[src/rtl/bpc_pkg.sv]
// Shared types, microcode fields and arithmetic constants for the barometer compensation block.
package bpc_pkg;

  // Datapath widths
  localparam int DT_W   = 26;  // kept temperature difference
  localparam int MA_W   = 26;  // multiplier operand a
  localparam int MB_W   = 19;  // multiplier operand b
  localparam int PROD_W = 45;  // multiplier product
  localparam int OFF_W  = 36;  // offset and sensitivity
  localparam int ACC_W  = 62;  // wide accumulator
  localparam int COEF_W = 16;
  localparam int RES_W  = 32;
  localparam int PC_W   = 4;

  // Scaling shifts (low-range variant, high-range variant)
  localparam int TEMP_SH     = 23;
  localparam int TEMP_BASE   = 2000;
  localparam int REF_SH      = 8;
  localparam int OFF_C_SH_LO = 17;
  localparam int OFF_C_SH_HI = 16;
  localparam int OFF_D_SH_LO = 6;
  localparam int OFF_D_SH_HI = 7;
  localparam int SNS_C_SH_LO = 16;
  localparam int SNS_C_SH_HI = 15;
  localparam int SNS_D_SH_LO = 7;
  localparam int SNS_D_SH_HI = 8;
  localparam int PMUL_SH     = 21;
  localparam int PRES_SH     = 15;
  localparam int SPLIT_W     = 18;  // low part of the sensitivity for the split multiply

  // Configuration register indexes
  localparam logic [2:0] REG_SENS     = 3'd0;
  localparam logic [2:0] REG_OFFSET   = 3'd1;
  localparam logic [2:0] REG_SENS_TC  = 3'd2;
  localparam logic [2:0] REG_OFF_TC   = 3'd3;
  localparam logic [2:0] REG_REF_TEMP = 3'd4;
  localparam logic [2:0] REG_TEMP_GN  = 3'd5;
  localparam logic [2:0] REG_VARIANT  = 3'd6;

  // Multiplier operand selection
  typedef enum logic [2:0] {
    MUL_NONE,
    MUL_DT_C6,
    MUL_DT_C4,
    MUL_DT_C3,
    MUL_RAW_SLO,
    MUL_RAW_SHI
  } mul_sel_e;

  // Arithmetic unit operations
  typedef enum logic [3:0] {
    ALU_NOP,
    ALU_DT,
    ALU_TEMP,
    ALU_OFF,
    ALU_SENS,
    ALU_ACC_LO,
    ALU_ACC_HI,
    ALU_PDIV,
    ALU_PRES
  } alu_op_e;

  // One control word of the program
  typedef struct packed {
    mul_sel_e         mul_sel;
    alu_op_e          alu_op;
    logic             jump_press;  // jump to target on a pressure request
    logic [PC_W-1:0]  target;
    logic             last;
  } ucode_t;

  // Divide by 2^sh, truncating toward zero
  function automatic logic signed [ACC_W-1:0] tdiv_pow2(input logic signed [ACC_W-1:0] x,
                                                       input int unsigned sh);
    logic signed [ACC_W-1:0] q;
    logic [ACC_W-1:0]        mask;
    logic                    rnd;
    mask = (ACC_W'(1) << sh) - ACC_W'(1);
    q    = x >>> sh;
    rnd  = x[ACC_W-1] && ((x & mask) != '0);
    return q + ACC_W'(rnd);
  endfunction

endpackage

[src/rtl/bpc_seq.sv]
// Microcode sequencer: program table, step counter and conditional jumps.
module bpc_seq (
  input  logic            clk_i,
  input  logic            rst_ni,
  input  logic            start_i,
  input  logic            press_i,
  input  logic            stall_i,
  output bpc_pkg::ucode_t ctrl_o,
  output logic            en_o,
  output logic            busy_o
);
  import bpc_pkg::*;

  localparam logic [PC_W-1:0] STEP_PRESS = PC_W'(4);
  localparam int              PROG_LEN   = 12;

  // Program table: temperature steps 1-3, pressure steps 4-11
  function automatic ucode_t rom(input logic [PC_W-1:0] pc);
    ucode_t w;
    w = '{mul_sel: MUL_NONE, alu_op: ALU_NOP, jump_press: 1'b0, target: '0, last: 1'b1};
    unique case (pc)
      PC_W'(0):  w = '{MUL_NONE,    ALU_NOP,    1'b1, STEP_PRESS, 1'b0};
      PC_W'(1):  w = '{MUL_NONE,    ALU_DT,     1'b0, '0,         1'b0};
      PC_W'(2):  w = '{MUL_DT_C6,   ALU_NOP,    1'b0, '0,         1'b0};
      PC_W'(3):  w = '{MUL_NONE,    ALU_TEMP,   1'b0, '0,         1'b1};
      PC_W'(4):  w = '{MUL_DT_C4,   ALU_NOP,    1'b0, '0,         1'b0};
      PC_W'(5):  w = '{MUL_DT_C3,   ALU_OFF,    1'b0, '0,         1'b0};
      PC_W'(6):  w = '{MUL_NONE,    ALU_SENS,   1'b0, '0,         1'b0};
      PC_W'(7):  w = '{MUL_RAW_SLO, ALU_NOP,    1'b0, '0,         1'b0};
      PC_W'(8):  w = '{MUL_RAW_SHI, ALU_ACC_LO, 1'b0, '0,         1'b0};
      PC_W'(9):  w = '{MUL_NONE,    ALU_ACC_HI, 1'b0, '0,         1'b0};
      PC_W'(10): w = '{MUL_NONE,    ALU_PDIV,   1'b0, '0,         1'b0};
      PC_W'(11): w = '{MUL_NONE,    ALU_PRES,   1'b0, '0,         1'b1};
      default:   ;
    endcase
    return w;
  endfunction

  logic [PC_W-1:0] pc_q, pc_d;
  logic            busy_q, busy_d;
  ucode_t          ctrl;
  logic            adv;

  assign ctrl   = rom(pc_q);
  assign adv    = busy_q && !stall_i;
  assign ctrl_o = ctrl;
  assign en_o   = adv;
  assign busy_o = busy_q;

  // Advance, jump or finish
  always_comb begin
    pc_d   = pc_q;
    busy_d = busy_q;
    if (start_i) begin
      pc_d   = '0;
      busy_d = 1'b1;
    end else if (adv) begin
      if (ctrl.last) begin
        pc_d   = '0;
        busy_d = 1'b0;
      end else if (ctrl.jump_press && press_i) begin
        pc_d = ctrl.target;
      end else begin
        pc_d = pc_q + PC_W'(1);
      end
    end
  end

  always_ff @(posedge clk_i or negedge rst_ni) begin
    if (!rst_ni) begin
      pc_q   <= '0;
      busy_q <= 1'b0;
    end else begin
      pc_q   <= pc_d;
      busy_q <= busy_d;
    end
  end

  a_pc_in_program: assert property (@(posedge clk_i) disable iff (!rst_ni)
    busy_q |-> (pc_q < PC_W'(PROG_LEN)))
    else $error("step counter left the program");

  a_last_ends: assert property (@(posedge clk_i) disable iff (!rst_ni)
    (adv && ctrl.last && !start_i) |=> !busy_q)
    else $error("sequencer still busy after final step");

  a_no_restart: assert property (@(posedge clk_i) disable iff (!rst_ni)
    start_i |-> !busy_q)
    else $error("request started while a program runs");

endmodule

[src/rtl/baro_pressure_temp_compensation_top.sv]
// Top level of the barometer compensation block: channels, calibration registers, datapath.
//
// Usage:
//   Requests enter on req_valid_i/req_ready_o with command_i (0 temperature,
//   1 pressure) and raw_sample_i. Each request gives one response on
//   rsp_valid_o/rsp_ready_i: result_kind_o equals the command and
//   result_value_o is centidegrees or pascals. A temperature request keeps
//   its difference from the reference temperature for later pressure requests.
//   The user writes calibration words through cfg_we_i/cfg_idx_i/cfg_wdata_i while the
//   block is idle; the block does not enforce this. An index above six is ignored.
// Timing:
//   A microcoded program drives one shared 26x19 multiplier. A temperature
//   response is registered at the final step of its program, and a pressure
//   response likewise, the wide product raw x sensitivity taking two multiplier
//   passes. A new request is taken in the cycle after the last program step, so
//   one request runs at a time and a new one waits while the program is busy.
//   The response register lets the next request run while a response waits;
//   if the receiver still stalls, the program holds on its final step.
// Reset clears the calibration words, the kept difference, the response valid and the busy flag.
module baro_pressure_temp_compensation_top #(
  parameter int SAMPLE_BITS = 24
) (
  input  logic                   clk_i,
  input  logic                   rst_ni,
  input  logic                   req_valid_i,
  output logic                   req_ready_o,
  input  logic                   command_i,
  input  logic [SAMPLE_BITS-1:0] raw_sample_i,
  output logic                   rsp_valid_o,
  input  logic                   rsp_ready_i,
  output logic                   result_kind_o,
  output logic signed [31:0]     result_value_o,
  input  logic                   cfg_we_i,
  input  logic [2:0]             cfg_idx_i,
  input  logic [15:0]            cfg_wdata_i
);
  import bpc_pkg::*;

  // Calibration registers
  logic [COEF_W-1:0] c1_q, c2_q, c3_q, c4_q, c5_q, c6_q;
  logic              variant_q;

  // Request and working registers
  logic                          cmd_q;
  logic [SAMPLE_BITS-1:0]        raw_q;
  logic signed [DT_W-1:0]        dt_q;
  logic signed [PROD_W-1:0]      prod_q, prod_d;
  logic signed [OFF_W-1:0]       off_q, sens_q;
  logic signed [ACC_W-1:0]       acc_q;

  // Response register
  logic                     rsp_valid_q;
  logic                     rsp_kind_q;
  logic signed [RES_W-1:0]  rsp_value_q;

  ucode_t ctrl;
  logic   en, busy, start, stall, load;

  assign req_ready_o = !busy;
  assign start       = req_valid_i && req_ready_o;
  assign stall       = ctrl.last && rsp_valid_q && !rsp_ready_i;
  assign load        = en && ctrl.last;

  bpc_seq u_seq (
    .clk_i   (clk_i),
    .rst_ni  (rst_ni),
    .start_i (start),
    .press_i (cmd_q),
    .stall_i (stall),
    .ctrl_o  (ctrl),
    .en_o    (en),
    .busy_o  (busy)
  );

  // Write calibration words
  always_ff @(posedge clk_i or negedge rst_ni) begin
    if (!rst_ni) begin
      c1_q      <= '0;
      c2_q      <= '0;
      c3_q      <= '0;
      c4_q      <= '0;
      c5_q      <= '0;
      c6_q      <= '0;
      variant_q <= 1'b0;
    end else if (cfg_we_i) begin
      unique case (cfg_idx_i)
        REG_SENS:     c1_q      <= cfg_wdata_i;
        REG_OFFSET:   c2_q      <= cfg_wdata_i;
        REG_SENS_TC:  c3_q      <= cfg_wdata_i;
        REG_OFF_TC:   c4_q      <= cfg_wdata_i;
        REG_REF_TEMP: c5_q      <= cfg_wdata_i;
        REG_TEMP_GN:  c6_q      <= cfg_wdata_i;
        REG_VARIANT:  variant_q <= cfg_wdata_i[0];
        default:      ;
      endcase
    end
  end

  // Shared multiplier operands
  logic signed [MA_W-1:0] mul_a;
  logic signed [MB_W-1:0] mul_b;

  always_comb begin
    mul_a = dt_q;
    mul_b = '0;
    unique case (ctrl.mul_sel)
      MUL_DT_C6:   mul_b = $signed(MB_W'(c6_q));
      MUL_DT_C4:   mul_b = $signed(MB_W'(c4_q));
      MUL_DT_C3:   mul_b = $signed(MB_W'(c3_q));
      MUL_RAW_SLO: begin
        mul_a = $signed(MA_W'(raw_q));
        mul_b = $signed(MB_W'(sens_q[SPLIT_W-1:0]));
      end
      MUL_RAW_SHI: begin
        mul_a = $signed(MA_W'(raw_q));
        mul_b = MB_W'($signed(sens_q[OFF_W-1:SPLIT_W]));
      end
      default:     ;
    endcase
  end

  assign prod_d = mul_a * mul_b;

  // Arithmetic unit results
  logic signed [ACC_W-1:0]  prod_ext;
  logic signed [DT_W-1:0]   dt_new;
  logic signed [OFF_W-1:0]  off_base, sens_base;
  logic signed [ACC_W-1:0]  off_frac, sens_frac;
  logic signed [OFF_W-1:0]  off_new, sens_new;
  logic signed [RES_W-1:0]  temp_val, pres_val;

  assign prod_ext = ACC_W'(prod_q);
  assign dt_new   = $signed(DT_W'(raw_q)) - $signed(DT_W'({c5_q, REF_SH'(0)}));

  // Offset and sensitivity terms follow the selected variant
  assign off_base  = variant_q ? $signed(OFF_W'(c2_q) << OFF_C_SH_HI)
                               : $signed(OFF_W'(c2_q) << OFF_C_SH_LO);
  assign off_frac  = variant_q ? tdiv_pow2(prod_ext, OFF_D_SH_HI)
                               : tdiv_pow2(prod_ext, OFF_D_SH_LO);
  assign sens_base = variant_q ? $signed(OFF_W'(c1_q) << SNS_C_SH_HI)
                               : $signed(OFF_W'(c1_q) << SNS_C_SH_LO);
  assign sens_frac = variant_q ? tdiv_pow2(prod_ext, SNS_D_SH_HI)
                               : tdiv_pow2(prod_ext, SNS_D_SH_LO);
  assign off_new   = off_base + OFF_W'(off_frac);
  assign sens_new  = sens_base + OFF_W'(sens_frac);

  assign temp_val = RES_W'(tdiv_pow2(prod_ext, TEMP_SH) + ACC_W'(TEMP_BASE));
  assign pres_val = RES_W'(tdiv_pow2(acc_q, PRES_SH));

  // Capture the request
  always_ff @(posedge clk_i) begin
    if (start) begin
      cmd_q <= command_i;
      raw_q <= raw_sample_i;
    end
  end

  // Keep the temperature difference across requests
  always_ff @(posedge clk_i or negedge rst_ni) begin
    if (!rst_ni) begin
      dt_q <= '0;
    end else if (en && ctrl.alu_op == ALU_DT) begin
      dt_q <= dt_new;
    end
  end

  // Step the datapath registers
  always_ff @(posedge clk_i) begin
    if (en) begin
      if (ctrl.mul_sel != MUL_NONE) begin
        prod_q <= prod_d;
      end
      unique case (ctrl.alu_op)
        ALU_OFF:    off_q  <= off_new;
        ALU_SENS:   sens_q <= sens_new;
        ALU_ACC_LO: acc_q  <= prod_ext;
        ALU_ACC_HI: acc_q  <= acc_q + (prod_ext <<< SPLIT_W);
        ALU_PDIV:   acc_q  <= tdiv_pow2(acc_q, PMUL_SH) - ACC_W'(off_q);
        default:    ;
      endcase
    end
  end

  // Hold the response until taken
  always_ff @(posedge clk_i or negedge rst_ni) begin
    if (!rst_ni) begin
      rsp_valid_q <= 1'b0;
    end else if (load) begin
      rsp_valid_q <= 1'b1;
    end else if (rsp_ready_i) begin
      rsp_valid_q <= 1'b0;
    end
  end

  always_ff @(posedge clk_i) begin
    if (load) begin
      rsp_kind_q  <= cmd_q;
      rsp_value_q <= (ctrl.alu_op == ALU_PRES) ? pres_val : temp_val;
    end
  end

  assign rsp_valid_o    = rsp_valid_q;
  assign result_kind_o  = rsp_kind_q;
  assign result_value_o = rsp_value_q;

  a_no_overwrite: assert property (@(posedge clk_i) disable iff (!rst_ni)
    load |-> !(rsp_valid_q && !rsp_ready_i))
    else $error("response overwritten before it was taken");

  a_final_matches_kind: assert property (@(posedge clk_i) disable iff (!rst_ni)
    load |-> ((cmd_q && ctrl.alu_op == ALU_PRES) || (!cmd_q && ctrl.alu_op == ALU_TEMP)))
    else $error("program ended on the wrong branch");

  a_temp_keeps_dt: assert property (@(posedge clk_i) disable iff (!rst_ni)
    (en && ctrl.alu_op == ALU_DT) |-> !cmd_q)
    else $error("pressure request altered the kept difference");

  a_load_shows: assert property (@(posedge clk_i) disable iff (!rst_ni)
    load |=> rsp_valid_o)
    else $error("finished response not presented");

endmodule
[config.mk]
export PLATFORM = sky130hd
export DESIGN_NAME = baro_pressure_temp_compensation_top
export DESIGN_NICKNAME = d
export VERILOG_FILES = /design/src/rtl/bpc_pkg.sv /design/src/rtl/bpc_seq.sv /design/src/rtl/baro_pressure_temp_compensation_top.sv
export SDC_FILE = /design/constraint.sdc
export NUM_CORES = 2
export LEC_CHECK = 0
export ABC_AREA = 1
export BUFFER_PORTS_ARGS = -buffer_cell sky130_fd_sc_hd__buf_2
export CORE_UTILIZATION = 40
export CTS_BUF_LIST = sky130_fd_sc_hd__clkbuf_16
export DETAILED_ROUTE_END_ITERATION = 16
export GPL_ROUTABILITY_DRIVEN = 0
export PLACE_DENSITY_LB_ADDON = 0.05
export SLEW_MARGIN = 0
export SYNTH_ARGS = -nofsm -noshare
export SYNTH_HDL_FRONTEND = slang
export SYNTH_SLANG_ARGS = --single-unit
[constraint.sdc]
create_clock -name clk_i -period 7.42 [get_ports clk_i]
set_input_delay 1.484 -clock clk_i [delete_from_list [all_inputs] [get_ports clk_i]]
set_output_delay 1.484 -clock clk_i [all_outputs]
set_load 0.05 [all_outputs]
==> out/metrics.cfg <==
[finish]
syn_to_final_growth_pct=19.9
fillers=11625
antenna_cells=0
final_cell_mix=nand2_1, inv_1, nor2_1, fa_1, buf_4
fin_area_um2=55200
fin_nets=7522
final_common_cell=nand2_1
final_layout_size_suffix_gt1_frac=0.153
final_cells=8224

[clock_network]
cts_tree=built
clk_path_buf_depth=3
clock-sinks=365
cts-root-buf=clkbuf_16
cts_hold_buf=0
numCtsBuffers=45
clk_latency_ns=0.64
cts_max_level=2
clkTransAtPathRegs_ns=0.07

[grt]
grt_usage=0.311
grt_pass1_wl_um=269000
grt_max_degree=79
overflow=0
grt_pass1_vias=43058
antenna_found_initial=6

[sta]
fmax_ghz=0.135
tns_ns=0
finalHoldViolCount=0
tightest_slew_ns=1.15
drv_slew=0
fin_crit_ns=7.40
finClkSkew_ns=0.0519
maxSlewHeadroom=0.230
setup_viol=0
fin_crit_sh=0.998
rsz0062_at_grt=true

[min_path]
whs_path_depth=2
min_to=dt_q[10]
hp-class=reg -> reg
hold_start=dt_q[10]

[job]
drv_cap=0

[synth]
yosys.cell_types.count=51
synth_fa_ha_area_frac=0.296
synthSimpleGateAreaFrac=0.258
synth_top_family_by_area=adder cells
syn_area_um2=46000
avgSynthCellArea_um2=7.38
synth_xor_area_frac=0.0364
ys_warn_count=0
synth_edf_count=237
synth_mux_area_frac=0.000435
async_flop_share=0.351
ys_ff_latch=365
synth_compound_area_frac=0.0797
seq_area_frac_synth=0.224
synth-main-ff-cell=edfxtp_1
synthCells=6237

[routing]
drc=0
drt_wl_total_um=179000
routedWlPerCell_um=21.8
detail-route-antenna-nets=0
first_pass_iters=6
vias=42785
drtIter0Drc=3603
viasPerCell=5.20

[setup_path]
cpPeakStageDelay_ns=0.55
r2r_cells=35
reg2reg_to=prod_q[39]
slowest_stage=fa_1
cp-startpoint=u_seq.pc_q[0]
crit_fanout=6
critical_path_required_ns=7.76
crit_type=reg -> reg
cp.arrival_ns=7.74
cp_common_cell=fa_1
crit_path_end_kind=flip-flop
timing.rr.start=u_seq.pc_q[0]
reg2reg_slack_ns=0.02
critPathLaunchType=flip-flop

[power_and_ir_drop]
irDropWorstVdd_mv=0.362
leakagePower_uw=0.0274
power_density_nw_per_um2=441

[floorplanning]
initial_core_util=0.403
pin_count=84
core.rowCount=124
coreArea_um2=114000
dieArea_um2=116000
dieHeight_um=341
die_x_um=341

[placed_design]
dp_hpwl_um=149000
placed_cells=8104
place_area_um2=51300
io_buffers=83

[status]
outcome=finished, final reports clean

[through the flow]
step                utilization  power [uW]  hold WS, ns  setup WS (ns)
finish                    0.483       24300        0.473         0.0171
global route              0.483       26200        0.497         -0.223
CTS                       0.472       23000        0.476        -0.0429
detailed placement        0.449       19300        0.461         -0.490
global placement          0.449       19300        0.456         -0.457
floorplan                     -       12500        0.427        0.00625
[metal layers]
| metal | share of wire | GRT usage |
|---|---|---|
| met1 | 0.42 | 0.404 |
| met2 | 0.47 | 0.519 |
| met3 | 0.055 | 0.0323 |
| met4 | 0.060 | 0.149 |
| met5 | 0 | 0 |
[worst max path at each step]
stage | endpoint | slack, ns | cells past startpoint
after floorplan | prod_q[42] | 0.006 | 32
after global placement | prod_q[39] | -0.46 | 30
after detailed placement | prod_q[44] | -0.49 | 31
after CTS | prod_q[39] | -0.04 | 35
after global routing | prod_q[27] | -0.22 | 35
final | prod_q[39] | 0.02 | 35
[kinds of logic (layout without fill, tap and decap cells)]
| kind of cell | after synthesis | after routing |
|---|---|---|
| mux | 2 | 2 |
| other cells | 2 | 4 |
| compound gates | 677 | 677 |
| fa+ha+maj | 798 | 798 |
| buf+inv | 1263 | 1736 |
| simple gates | 2939 | 2939 |
| flops | 365 | 365 |
| xor+xnor | 191 | 191 |
[where the power goes]
part / switching [uW] / total, uW / leakage, uW / internal (uW)
Sequential: 506 / 3600 / 0.00377 / 3100
Combinational: 10900 / 18300 / 0.0228 / 7360
Clock: 992 / 2460 / 0.000821 / 1460
Total: 12400 / 24300 / 0.0274 / 11900
[flip-flops by register name (all words and copies together), names as in the netlist]
signal          count
acc_q              62
prod_q             45
off_q              36
sens_q             36
result_value_o     32
dt_q               25
raw_q              24
c1_q               16
c2_q               16
c3_q               16
c4_q               16
c5_q               16
c6_q               16
u_seq.pc_q          4
cmd_q               1
result_kind_o       1
rsp_valid_o         1
u_seq.busy_o        1
variant_q           1
[worst max-delay path: cells and delay by family (launching register included)]
kind	cells	cell delay [ns]
AOI/OAI and AO/OA	2	0.27
xor gates and xnor gates	1	0.18
and+or+nand+nor	13	1.27
buffers and inverters	10	1.10
DFF	1	0.45
adders and majority gates	9	3.82
[repair_timing]
action | 4_1_cts | 5_1_grt
pin swaps | 48 | 122
gates cloned | 1 | 2
buffers inserted | 16 | 17
endpoints found under the setup margin | 31 | 33
gates resized for setup | 185 | 275
[cell usage after synthesis (6+ instances only)]
library cell / number / area, um2
nor2_1: 696 / 2610
dfrtp_1: 128 / 3200
nor2_2: 6 / 37.5
o21ai_1: 14 / 70.1
xnor2_1: 47 / 412
or2_2: 12 / 75.1
inv_1: 1079 / 4050
buf_2: 61 / 305
o21ai_0: 334 / 1670
a31oi_1: 14 / 87.6
a21o_1: 13 / 97.6
ha_1: 317 / 3970
inv_2: 33 / 124
o22ai_1: 8 / 50.1
nor3_1: 41 / 205
nand4_1: 80 / 500
o21ai_2: 12 / 105
xor2_1: 144 / 1260
fa_1: 481 / 9630
nand3b_1: 20 / 150
nand2_1: 1765 / 6630
o21bai_1: 20 / 150
clkbuf_1: 76 / 285
a21boi_0: 6 / 45.0
nor4_1: 14 / 87.6
nand3_1: 292 / 1460
a21oi_1: 233 / 1170
buf_1: 6 / 22.5
edfxtp_1: 237 / 7120
[area by class of cell]
| type | count | area (um2) | share of cell area |
|---|---|---|---|
| clock buffer | 46 | 1150 | 0.0209 |
| clock inverter | 38 | 497 | 0.00900 |
| inverter | 1112 | 4200 | 0.0761 |
| multi-input combinational | 4611 | 32600 | 0.591 |
| sequential | 365 | 10300 | 0.187 |
| tap | 1512 | 1890 | 0.0343 |
| timing repair buffer | 540 | 4490 | 0.0813 |
Note: power is estimated with default switching activity, not from simulation.
